$ cat src/hw/rtl/mxfp4_block_dot_accumulate_defines.svh
// assertion macros shared by the mxfp4 block dot accumulate rtl
// needs i_clk and i_rst_n in the scope of the module that uses them
`ifndef MXFP4_BLOCK_DOT_ACCUMULATE_DEFINES_SVH
`define MXFP4_BLOCK_DOT_ACCUMULATE_DEFINES_SVH

// same-cycle implication
`define MBDA_ASSERT_SAME(label, pre, post) \
    label: assert property (@(posedge i_clk) disable iff (!i_rst_n) (pre) |-> (post)) \
        else $error("%m: check failed");

// next-cycle implication
`define MBDA_ASSERT_NEXT(label, pre, post) \
    label: assert property (@(posedge i_clk) disable iff (!i_rst_n) (pre) |=> (post)) \
        else $error("%m: check failed");

`endif

$ cat src/hw/rtl/mbda_pkg.sv
// shared constants and the e2m1 code table for the mxfp4 block dot accumulate
// no dependencies
package mbda_pkg;

    localparam int LANES      = 4;
    localparam int LANE_COLS  = 8;
    localparam int CODE_W     = 4;
    localparam int ACT_W      = 8;
    localparam int LANE_SUM_W = 15;
    localparam int DOT_W      = 17;

    localparam logic [31:0] FP32_ZERO      = 32'h0000_0000;
    localparam logic [31:0] FP32_HALF      = 32'h3F00_0000;
    localparam logic [31:0] FP32_CANON_NAN = 32'h7FC0_0000;
    localparam logic [31:0] FP32_MIN_SCALE = 32'h0040_0000;
    localparam logic [7:0]  EXP_ALL_ONES   = 8'hFF;

    // doubled e2m1 value, bit 3 is the sign
    function automatic logic signed [4:0] code_value(input logic [CODE_W-1:0] code);
        logic [4:0] mag;
        case (code[2:0])
            3'd0:    mag = 5'd0;
            3'd1:    mag = 5'd1;
            3'd2:    mag = 5'd2;
            3'd3:    mag = 5'd3;
            3'd4:    mag = 5'd4;
            3'd5:    mag = 5'd6;
            3'd6:    mag = 5'd8;
            3'd7:    mag = 5'd12;
            default: mag = 5'd0;
        endcase
        return code[3] ? $signed(-mag) : $signed(mag);
    endfunction

endpackage

$ cat src/hw/rtl/mbda_fmul.sv
// two-stage fp32 multiplier, round to nearest even, subnormals kept
// stage one multiplies the significands, stage two normalizes and rounds
module mbda_fmul (
    input  logic        i_clk,
    input  logic        i_en,
    input  logic [31:0] i_a,
    input  logic [31:0] i_b,
    output logic [31:0] o_y
);

    logic [7:0]         w_ea, w_eb;
    logic [23:0]        w_ma, w_mb;
    logic               w_a_nan, w_b_nan, w_a_inf, w_b_inf, w_a_zero, w_b_zero;

    logic [47:0]        r_p;
    logic signed [10:0] r_e;
    logic               r_sign, r_nan, r_inf, r_zero;

    always_comb begin
        w_ea     = (i_a[30:23] == 8'd0) ? 8'd1 : i_a[30:23];
        w_eb     = (i_b[30:23] == 8'd0) ? 8'd1 : i_b[30:23];
        w_ma     = {|i_a[30:23], i_a[22:0]};
        w_mb     = {|i_b[30:23], i_b[22:0]};
        w_a_nan  = (i_a[30:23] == mbda_pkg::EXP_ALL_ONES) && (i_a[22:0] != 23'd0);
        w_b_nan  = (i_b[30:23] == mbda_pkg::EXP_ALL_ONES) && (i_b[22:0] != 23'd0);
        w_a_inf  = (i_a[30:23] == mbda_pkg::EXP_ALL_ONES) && (i_a[22:0] == 23'd0);
        w_b_inf  = (i_b[30:23] == mbda_pkg::EXP_ALL_ONES) && (i_b[22:0] == 23'd0);
        w_a_zero = (i_a[30:0] == 31'd0);
        w_b_zero = (i_b[30:0] == 31'd0);
    end

    always_ff @(posedge i_clk) begin
        if (i_en) begin
            r_p    <= w_ma * w_mb;
            r_e    <= $signed({3'b0, w_ea}) + $signed({3'b0, w_eb}) - 11'sd127;
            r_sign <= i_a[31] ^ i_b[31];
            r_nan  <= w_a_nan | w_b_nan | (w_a_inf & w_b_zero) | (w_b_inf & w_a_zero);
            r_inf  <= w_a_inf | w_b_inf;
            r_zero <= w_a_zero | w_b_zero;
        end
    end

    logic [5:0]         w_lz;
    logic [47:0]        w_sh;
    logic signed [10:0] w_e;
    logic signed [10:0] w_rs_full;
    logic [6:0]         w_rs;
    logic [71:0]        w_wide;
    logic [7:0]         w_expf;
    logic               w_g, w_st, w_inc;
    logic [30:0]        w_packed;

    always_comb begin
        w_lz = '0;
        for (int i = 0; i < 48; i++) begin
            if (r_p[i]) w_lz = 6'(47 - i);
        end
        w_sh      = r_p << w_lz;
        w_e       = r_e + 11'sd1 - $signed({5'b0, w_lz});
        w_rs_full = 11'sd1 - w_e;
        // below the normal range the significand shifts right into subnormal position
        if (w_e >= 11'sd1)            w_rs = 7'd0;
        else if (w_rs_full > 11'sd63) w_rs = 7'd63;
        else                          w_rs = w_rs_full[6:0];
        w_wide   = {w_sh, 24'd0} >> w_rs;
        w_g      = w_wide[47];
        w_st     = |w_wide[46:0];
        w_inc    = w_g & (w_st | w_wide[48]);
        w_expf   = (w_e < 11'sd1) ? 8'd0 : w_e[7:0];
        w_packed = {w_expf, w_wide[70:48]} + {30'd0, w_inc};

        if (r_nan)                o_y = mbda_pkg::FP32_CANON_NAN;
        else if (r_inf)           o_y = {r_sign, mbda_pkg::EXP_ALL_ONES, 23'd0};
        else if (r_zero)          o_y = {r_sign, 31'd0};
        else if (w_e > 11'sd254)  o_y = {r_sign, mbda_pkg::EXP_ALL_ONES, 23'd0};
        else                      o_y = {r_sign, w_packed};
    end

endmodule

$ cat config.mk
export PLATFORM = sky130hd
export DESIGN_NAME = mbda_fmul
export DESIGN_NICKNAME = d
export VERILOG_FILES = /design/src/hw/rtl/mxfp4_block_dot_accumulate_defines.svh /design/src/hw/rtl/mbda_pkg.sv /design/src/hw/rtl/mbda_fmul.sv
export SDC_FILE = /design/constraint.sdc
export NUM_CORES = 2
export LEC_CHECK = 0
export ABC_AREA = 1
export CORE_MARGIN = 1
export CORE_UTILIZATION = 45
export DETAILED_ROUTE_END_ITERATION = 6
export DONT_BUFFER_PORTS = 1
export GPL_ROUTABILITY_DRIVEN = 0
export PLACE_DENSITY_LB_ADDON = 0.08
export SLEW_MARGIN = 20
export SYNTH_ARGS = -nofsm -noshare
export SYNTH_HDL_FRONTEND = slang
export SYNTH_SLANG_ARGS = --single-unit
$ cat constraint.sdc
create_clock -name i_clk -period 8.9 [get_ports i_clk]
set_clock_uncertainty 0.1 [all_clocks]
set_input_delay 0.445 -clock i_clk [delete_from_list [all_inputs] [get_ports i_clk]]
set_output_delay 0.445 -clock i_clk [all_outputs]
set_load 0.01 [all_outputs]
==> metrics.md <==
| Metric | Value |
|---|---|
| Status | finished clean |
| Hold WC Path Type | in -> reg |
| CP max stage delay | 0.40 ns |
| Antenna Violating Nets Remaining | 0 |
| H-tree level count | 3 |
| Tmin final | 8.260 ns |
| Hold path depth | 0 |
| Yosys warns | 0 |
| Commonest non-fill, non-tap cells in the layout | nand2_1 (1148), inv_1 (828), nand3_1 (652), fa_1 (483), ha_1 (205) |
| Routed WL | 91810 um |
| Max_slew headroom | 39.37% |
| Die Span Y | 257.4 um |
| Io pins | 98 |
| Dpl cells | 4902 |
| Synthesis-to-finish area growth | 5.324% |
| Fmax | 0.1211 GHz |
| Final Cycle Share | 92.81% |
| GR Util All Layers | 27.82% |
| TritonCTS clock tree | done |
| Syn nets | 5002 |
| CTS clk-pin slew, worst paths | 0.05 ns |
| CP endpoint kind | output pin |
| Area contributors post-synth | fa_1 (33%), nand2_1 (15%), nand3_1 (11%) |
| Core Box Area | 64460 um^2 |
| Synth unique cells | 52 |
| Data arrival, critical path | 7.71 ns |
| Rows | 93 |
| Fillers | 6841 |
| Asr flop ratio synth | 0% |
| Clock sink total | 62 |
| Final nets | 4845 |
| Mapped Avg Cell Area | 6.916 um^2 |
| Post-Syn Area | 29350 um^2 |
| CP max stage cell | edfxtp_1 |
| Worst endpoint required time | 8.36 ns |
| Synth top area share | 33.01% |
| Dominant cell type by area after synthesis | fa_1 |
| DRC | 0 |
| First-pass GRT wire length | 146300 um |
| Critical path class | reg -> out |
| Initial Utilization | 45.53% |
| Ys flop type | edfxtp_1 |
| CTS root buffer | clkbuf_16 |
| Most common cell on crit path | nand2_1 |
| Post-synthesis register bit count | 62 |
| Hold path start | i_en |
| DR vias/cell | 5.376 |
| Layout Cells excl Fill | 4946 |
| Share of cells above drive strength 1 | 4.938% |
| Detailed placement HPWL | 69800 um |
| Final hold vios | 0 |
| Drt first pass iters | 5 |
| Die Area | 66250 um^2 |
| Iteration-0 DRC Markers | 1915 |
| Via count | 26590 |
| Max cap viols | 0 |
| Vias in the first global route | 26460 |
| Final max-slew violation count | 0 |
| Drt wl/cell | 18.56 um |
| Worst Tran Pin Value | 0.9035 ns |
| Pin count of the biggest net entering global routing | 64 |
| Max FO, Critical Path | 15 |
| Initial antenna violation count | 0 |
| # diodes | 0 |
| Leading cell type in the layout, fill and taps excluded | nand2_1 |
| Worst Setup SP | r_p[2] |
| IO Port Bufs | 0 |
| Hold slack | 0.1148 ns |
| Register area share after synthesis | 6.343% |
| Critical path launch point type | flop |
| Die Span X | 257.4 um |
| CTS Buffer Depth | 2 |
| EDFF count, synth | 62 |
| # setup viols final | 0 |
| Syn Inst Count | 4244 |
| Total gr overflow | 0 |
| Inserted Clock Buffers | 9 |
## worst max-delay path, delay by kind of cell, from the launching register on
family	cells	cell delay (ns)
xor+xnor	2	0.34
compound gates	5	0.67
buf+inv	10	1.31
fa+ha+maj	3	0.60
simple gates	63	4.02
flops	1	0.40
## state kept, by name, indices dropped and copies added (netlist names)
signal,flops
r_nan,1
r_sign,1
r_p,48
r_zero,1
r_e,10
r_inf,1
## cells in the mapped netlist, types with 6 or more instances
library cell,count
a21oi_1,86
and2_1,6
buf_1,16
buf_2,9
clkbuf_1,216
edfxtp_1,62
fa_1,484
ha_1,208
inv_1,832
inv_2,8
nand2_1,1161
nand3_1,668
nand3_2,13
nand4_1,78
nor2_1,161
nor3_1,16
nor4_1,20
o211ai_1,12
o21a_1,7
o21ai_0,39
o21ai_1,7
o31ai_1,6
xnor2_1,14
xor2_1,53
## per-layer routing
layer	routed length [um]	track usage, %	vias up
li1	-	-	12768
met1	40530	38.29	12856
met2	43370	46.38	809
met3	4719	1.793	157
met4	3188	9.550	0
met5	0	0	-
## metrics by stage
stage | instance area [um^2] | setup TNS [ns] | setup slack [ns] | util, %
6_report | 30910 | 0 | 0.6400 | 47.95
5_1_grt | 30910 | -1.429 | -0.1272 | 47.95
4_1_cts | 30220 | 0 | 0.03746 | 46.88
3_5_place_dp | 29940 | 0 | 0.1605 | 46.44
3_3_place_gp | 29940 | 0 | 0.2282 | 46.44
2_1_floorplan | 29350 | 0 | 0.6718 | -
## logic make-up after synthesis
| kind of cell | count (synthesis) | synth area share (%) |
|---|---|---|
| and+or+nand+nor | 2154 | 32.15 |
| buffers and inverters | 1093 | 14.23 |
| adders and majority gates | 692 | 41.88 |
| AOI/OAI and AO/OA | 176 | 3.398 |
| xor gates and xnor gates | 67 | 1.999 |
| DFF | 62 | 6.343 |
## layout make-up
type / count / area, um^2 / share of cell area (%)
Multi-Input combinational cell: 3089 / 23730 / 76.75
Inverter: 844 / 3179 / 10.28
Sequential cell: 62 / 1862 / 6.023
Tap cell: 855 / 1070 / 3.461
Timing Repair Buffer: 81 / 797.0 / 2.578
Clock buffer: 10 / 229.0 / 0.7407
Clock inverter: 5 / 51.30 / 0.1659
## worst paths after layout
check                 end
hold / removal     r_zero
setup / recovery  o_y[18]
## what timing repair did
item,in CTS,in global routing
hold buffers,0,0
endpoints found under the setup margin,5,34
resized for setup,3,91
pin swaps,0,40
gates cloned,0,5
setup buffers,0,24
Power is left out: the tool's default activity adds up to more than one toggle a clock period on the data nets, which glitch-free logic cannot reach.
