[src/hw/rtl/mxfp4_block_dot_accumulate_defines.svh]
// assertion macros shared by the mxfp4 block dot accumulate rtl
// needs i_clk and i_rst_n in the scope of the module that uses them
`ifndef MXFP4_BLOCK_DOT_ACCUMULATE_DEFINES_SVH
`define MXFP4_BLOCK_DOT_ACCUMULATE_DEFINES_SVH

// same-cycle implication
`define MBDA_ASSERT_SAME(label, pre, post) \
    label: assert property (@(posedge i_clk) disable iff (!i_rst_n) (pre) |-> (post)) \
        else $error("%m: check failed");

// next-cycle implication
`define MBDA_ASSERT_NEXT(label, pre, post) \
    label: assert property (@(posedge i_clk) disable iff (!i_rst_n) (pre) |=> (post)) \
        else $error("%m: check failed");

`endif

[src/hw/rtl/mbda_pkg.sv]
// shared constants and the e2m1 code table for the mxfp4 block dot accumulate
// no dependencies
package mbda_pkg;

    localparam int LANES      = 4;
    localparam int LANE_COLS  = 8;
    localparam int CODE_W     = 4;
    localparam int ACT_W      = 8;
    localparam int LANE_SUM_W = 15;
    localparam int DOT_W      = 17;

    localparam logic [31:0] FP32_ZERO      = 32'h0000_0000;
    localparam logic [31:0] FP32_HALF      = 32'h3F00_0000;
    localparam logic [31:0] FP32_CANON_NAN = 32'h7FC0_0000;
    localparam logic [31:0] FP32_MIN_SCALE = 32'h0040_0000;
    localparam logic [7:0]  EXP_ALL_ONES   = 8'hFF;

    // doubled e2m1 value, bit 3 is the sign
    function automatic logic signed [4:0] code_value(input logic [CODE_W-1:0] code);
        logic [4:0] mag;
        case (code[2:0])
            3'd0:    mag = 5'd0;
            3'd1:    mag = 5'd1;
            3'd2:    mag = 5'd2;
            3'd3:    mag = 5'd3;
            3'd4:    mag = 5'd4;
            3'd5:    mag = 5'd6;
            3'd6:    mag = 5'd8;
            3'd7:    mag = 5'd12;
            default: mag = 5'd0;
        endcase
        return code[3] ? $signed(-mag) : $signed(mag);
    endfunction

endpackage

[src/hw/rtl/mbda_lane.sv]
// one lane: exact integer dot product of eight doubled e2m1 weights with eight int8 activations
// uses mbda_pkg
module mbda_lane (
    input  logic [mbda_pkg::LANE_COLS*mbda_pkg::CODE_W-1:0] i_codes,
    input  logic [mbda_pkg::LANE_COLS*mbda_pkg::ACT_W-1:0]  i_acts,
    output logic signed [mbda_pkg::LANE_SUM_W-1:0]          o_sum
);

    logic signed [12:0] w_prod [mbda_pkg::LANE_COLS];

    always_comb begin
        o_sum = '0;
        for (int k = 0; k < mbda_pkg::LANE_COLS; k++) begin
            w_prod[k] = 13'(mbda_pkg::code_value(i_codes[k*mbda_pkg::CODE_W +: mbda_pkg::CODE_W])
                        * $signed(i_acts[k*mbda_pkg::ACT_W +: mbda_pkg::ACT_W]));
            o_sum = o_sum + mbda_pkg::LANE_SUM_W'(w_prod[k]);
        end
    end

endmodule

[config.mk]
export PLATFORM = sky130hd
export DESIGN_NAME = mbda_lane
export DESIGN_NICKNAME = d
export VERILOG_FILES = /design/src/hw/rtl/mxfp4_block_dot_accumulate_defines.svh /design/src/hw/rtl/mbda_pkg.sv /design/src/hw/rtl/mbda_lane.sv
export SDC_FILE = /design/constraint.sdc
export NUM_CORES = 1
export LEC_CHECK = 0
export BUFFER_PORTS_ARGS = -buffer_cell sky130_fd_sc_hd__buf_2
export CORE_MARGIN = 4
export CORE_UTILIZATION = 53
export DETAILED_ROUTE_END_ITERATION = 6
export GPL_TIMING_DRIVEN = 0
export PLACE_DENSITY = 0.76
export SYNTH_ARGS = -nofsm -noshare
export SYNTH_HDL_FRONTEND = slang
export SYNTH_SLANG_ARGS = --single-unit
[constraint.sdc]
create_clock -name vclk -period 11.7
set_clock_uncertainty 0.2 [all_clocks]
set_input_delay 1.755 -clock vclk [all_inputs]
set_output_delay 1.755 -clock vclk [all_outputs]
set_load 0.01 [all_outputs]
==> results of run 1 <==
## synth_stat cells, drive strengths merged, types with 2 or more instances
| cell type | number | share of area [%] |
|---|---|---|
| nor3 | 4 | 0.15 |
| clkbuf | 8 | 0.22 |
| nand2 | 142 | 3.9 |
| ha | 96 | 8.8 |
| o211ai | 2 | 0.11 |
| xor2 | 9 | 0.58 |
| buf | 4 | 0.23 |
| a21oi | 20 | 0.82 |
| nand4 | 4 | 0.18 |
| fa | 393 | 58 |
| and2 | 128 | 5.9 |
| nor2b | 14 | 0.64 |
| o21bai | 3 | 0.16 |
| nand3b | 2 | 0.11 |
| nand2b | 4 | 0.18 |
| inv | 440 | 12 |
| nand3 | 8 | 0.29 |
| mux2i | 7 | 0.54 |
| xnor2 | 34 | 2.2 |
| or2 | 30 | 1.4 |
| mux2 | 3 | 0.25 |
| o21a | 7 | 0.38 |
| o31ai | 4 | 0.26 |
| nor2 | 43 | 1.2 |
| o22ai | 4 | 0.18 |
| o21ai | 33 | 1.2 |
## final cells by class
type	count	area (µm²)
fillers	2175	10450
plain buffers	12	67.56
well taps	330	412.9
multi-input cells	1002	12090
inverters	440	1654
repair buffers	112	573.1
diodes	3	7.507
## metrics by stage
stage / setup TNS [ps] / instances / area [µm²] / util (%) / hold slack [ps]
after global placement: -275.7 / 1891 / 14610 / 57.85 / 4029
after floorplan: 0 / 1454 / 13660 / - / 3698
after detailed placement: -530.1 / 1891 / 14610 / 57.85 / 4031
after CTS: 0 / 1891 / 14630 / 57.94 / 4041
final: 0 / 1899 / 14800 / 58.61 / 4034
after global routing: -60.29 / 1899 / 14800 / 58.61 / 4105
## how the worst min path moves through the flow
stage | start | end | depth (start not counted) | slack, ps
final | i_acts[34] | o_sum[0] | 4 | 4030
after global routing | i_acts[34] | o_sum[0] | 4 | 4110
after CTS | i_acts[34] | o_sum[0] | 4 | 4040
after detailed placement | i_acts[34] | o_sum[0] | 4 | 4030
after global placement | i_acts[34] | o_sum[0] | 4 | 4030
after floorplan | i_acts[34] | o_sum[0] | 2 | 3700
## cells in the final DEF, fill, tap and decap left out, types with 17 or more instances in the layout
| cell type | Yosys | final |
|---|---|---|
| nand2_1 | 142 | 142 |
| inv_1 | 439 | 439 |
| and2_1 | 128 | 128 |
| ha_1 | 96 | 96 |
| or2_2 | 27 | 27 |
| buf_2 | 1 | 109 |
| fa_1 | 393 | 393 |
| o21ai_0 | 21 | 21 |
| a21oi_1 | 17 | 17 |
| nor2_1 | 42 | 42 |
| xnor2_1 | 34 | 28 |
## layer usage
metal / GRT usage, % / vias to the layer above
met4: 5.434 / 0
met1: 28.99 / 4934
li1: - / 4382
met2: 39.26 / 253
met5: 0 / -
met3: 1.331 / 64
## kinds of logic (layout without fill, tap and decap cells)
logic type | count (synthesis) | in the layout | synth area share (%)
simple gates | 383 | 383 | 14.16
buf+inv | 452 | 564 | 12.56
compound gates | 77 | 77 | 3.352
other cells | 0 | 3 | 0
mux | 10 | 10 | 0.7877
xor+xnor | 43 | 43 | 2.757
fa+ha+maj | 489 | 489 | 66.39
## critical path: stages
cell and delay [ps]:
buf_2 140, nor2b_1 110, clkbuf_2 230, inv_1 90, ha_1 220, nor2b_1 200, xnor2_2 260, and2_1 230
fa_1 460, fa_1 520, fa_1 490, inv_1 80, fa_1 460, fa_1 550, inv_1 60, fa_1 560
fa_1 430, fa_1 460, fa_1 380, ha_1 380, o21a_1 180, o211ai_1 130, buf_4 170, o211a_1 300
o31ai_4 300, xnor2_1 180, buf_2 160
## what timing repair did
action                     CTS  global route
resized for setup            6            30
buffers inserted             0             5
setup endpoints to repair    3             7
pin swaps                    0             3
==> results.toml, run 1 <==
[run_status]
status = "finished clean"

[finish]
final_nets = 2153
clkbuf_count = 0
regArea_um2 = 0
areaGrowthSynthToFinish_pct = 8.344
sequential_cell_total = 0
layout-drive-gt1-share_pct = 11.30

[floorplanning]
die_x_um = 168.5
initial_utilization_pct = 54.09
fp.coreArea_mm2 = 0.02525
die_area_mm2 = 0.02841
die_h_um = 168.5
rows = 58
io_pins = 111

[yosys]
syn_area_mm2 = 0.01366
syn_nets = 2039
ys_types = 43
synth_warnings = 0
synth_cells = 1454
ys_seq_area_share_pct = 0
syn_area_per_cell_um2 = 9.395

[routing]
drt-met1-wl_um = 11730
drcViolationCount = 0
firstDrtPassIters = 5
postRouteWirelength_um = 29860
vias_per_cell = 5.073
ant_nets = 0
vias = 9633
wl_per_cell_um = 15.72
wl_met3_um = 1275
first_iter_violations = 534
dr_wl_met2_um = 15880
top_layer = "met4"

[cts]
ctsHoldBuffers = 0

[critical_path]
cp-startpoint = "i_codes[30]"
startpoint_type = "input port"
crit_arrival_ps = 9490
cp-end-kind = "primary output"
crit_type = "in -> out"
critPathRequiredTime_ps = 9750
cp_max_fo = 9
crit_end = "o_sum[14]"

[sta]
slew_viol_final = 0
relSlewSlack_pct = 11.57
tightestPinTransition_ps = 1315
hold_viol_final = 0
setup_ws_ps = 254.6
finalSetupViolCount = 0
fin_crit_sh_pct = 97.82
fmax_ghz = 0.08737
fin_crit_ps = 11450

[run]
maxCapViolCount = 0

[placement]
io_buffers = 107
pre_cts_slack_ps = -216.6
place.gp.congestion = 0.8824
dpl.hpwl_um = 27590

[global_routing]
grt_pass1_wl_um = 50080
grt_overflow = 0
grt_max_degree = 11
grt_pass1_vias = 10320
grtUsageTotal_pct = 21.76
antenna_found_initial = 3

[hold_path]
holdCritPathClass = "in -> out"
Power of run 1 is not shown: default switching activity piles up to over one toggle a cycle in this logic, so the estimate is an artifact.
==> run 2, diff against run 1 <==
==> constraint.sdc (replaced) <==
create_clock -name vclk -period 11.7
set_clock_uncertainty 0.2 [all_clocks]
set_input_delay 1.17 -clock vclk [all_inputs]
set_output_delay 1.17 -clock vclk [all_outputs]
set_load 0.01 [all_outputs]
==> run 2 against run 1 <==
  * Non-clock buffer count is 5 lower
  * Fmax grew 6.2%
  * First-iteration DRC count increased by 11%
  * Sequential share of layout area unchanged
  * Die area did not move
  * Via count is 0.81% lower
  * Critical path type unchanged
  * Critical endpoint unchanged
  * Largest cell class unchanged
  * Highest routed layer unchanged
==> results.toml, run 2 (synthesized netlist as in run 1, its figures left out) <==
[finish]
layout-drive-gt1-share_pct = 9.481
areaGrowthSynthToFinish_pct = 6.997
final_nets = 2148
sequential_cell_total = 0
fin_area_mm2 = 0.01462
layout_commonest_cell = "inv_1"
final_cell_mix = "inv_1, fa_1, nand2_1"
regArea_um2 = 0
clkbuf_count = 0

[cts]
ctsHoldBuffers = 0
cts_setup_buffers = 0
cts_resized = 0

[routing]
drcViolationCount = 0
first_iter_violations = 593
dr_wl_met2_um = 15710
postRouteWirelength_um = 29540
wl_per_cell_um = 15.60
vias_per_cell = 5.045
ant_nets = 0
top_layer = "met4"
drt-met1-wl_um = 11740
firstDrtPassIters = 5
vias = 9555
wl_met3_um = 1272

[floorplanning]
die_area_mm2 = 0.02841
fp.coreArea_mm2 = 0.02525
initial_utilization_pct = 54.09
io_pins = 111
rows = 58
die_x_um = 168.5
die_h_um = 168.5

[global_routing]
grt_max_degree = 11
antenna_found_initial = 3
grt_pass1_vias = 10270
grt_pass1_wl_um = 49950
grtUsageTotal_pct = 21.70
grt_overflow = 0

[sta]
hold_viol_final = 0
rsz0062_at_grt = "no"
relSlewSlack_pct = 11.73
fin_hold_ws_ps = 2862
slew_viol_final = 0
fin_crit_ps = 10780
finalSetupViolCount = 0
tightestPinTransition_ps = 1313
fin_crit_sh_pct = 92.11
setup_tns_ps = 0
fmax_ghz = 0.09279

[critical_path]
cpMostUsedCell = "fa_1"
crit_type = "in -> out"
critPathTopFamily = "adder cells"
slowest_stage = "nor2b_1"
path_buf_inv = 6
critPathRequiredTime_ps = 10330
critPathMaxStageDelay_ps = 610
startpoint_type = "input port"
cp_max_fo = 9
crit_arrival_ps = 9410
cp-end-kind = "primary output"

[placement]
place.gp.congestion = 0.8824
dpl.hpwl_um = 27590
io_buffers = 107
place_area_mm2 = 0.01461

[run]
maxCapViolCount = 0

[run_status]
status = "finished clean"

[hold_path]
holdCritPathClass = "in -> out"
-- run 2: cell types whose count changed in the layout (fill, tap and decap cells not counted), moves of 2 or more --
cell and delta:
xnor2_2 -6, o21ai_1 +6, buf_4 -5, clkbuf_1 +5, mux2i_1 +5, mux2i_4 -4
o21ai_2 -6, xnor2_1 +6, clkbuf_2 -4, nor2b_1 +2
-- run 2: path summary, 6_finish.rpt --
| path | from | endpoint | cells after the start |
|---|---|---|---|
| worst max-delay path | i_codes[2] | o_sum[14] | 27 |
| worst min-delay path | i_acts[34] | o_sum[0] | 4 |
-- run 2: metal layers --
metal,vias to the layer above,global-route usage (%)
li1,4367,-
met1,4896,28.91
met2,245,39.34
met3,47,1.238
met4,0,5.116
met5,-,0
-- run 2: per-stage QoR --
stage / utilization [%] / cells / worst slack [ps]
2_1_floorplan: - / 1454 / 2057
3_3_place_gp: 57.85 / 1891 / 1054
3_5_place_dp: 57.85 / 1891 / 953.4
4_1_cts: 57.85 / 1891 / 926.9
5_1_grt: 57.88 / 1894 / 428.3
6_report: 57.88 / 1894 / 923.5
-- run 2: worst min-delay path, stage by stage --
cell,delay [ps]
buf_2,150
and2_1,280
ha_1,170
buf_2,120
-- run 2: area by class of cell --
cell class,instances,area (µm²)
Timing Repair Buffer,107,535.5
Multi-Input combinational cell,1002,11950
Buffer,12,61.31
Fill cell,2207,10640
Tap cell,330,412.9
Inverter,440,1654
Antenna cell,3,7.507
Power of run 2 is left out for the same reason.
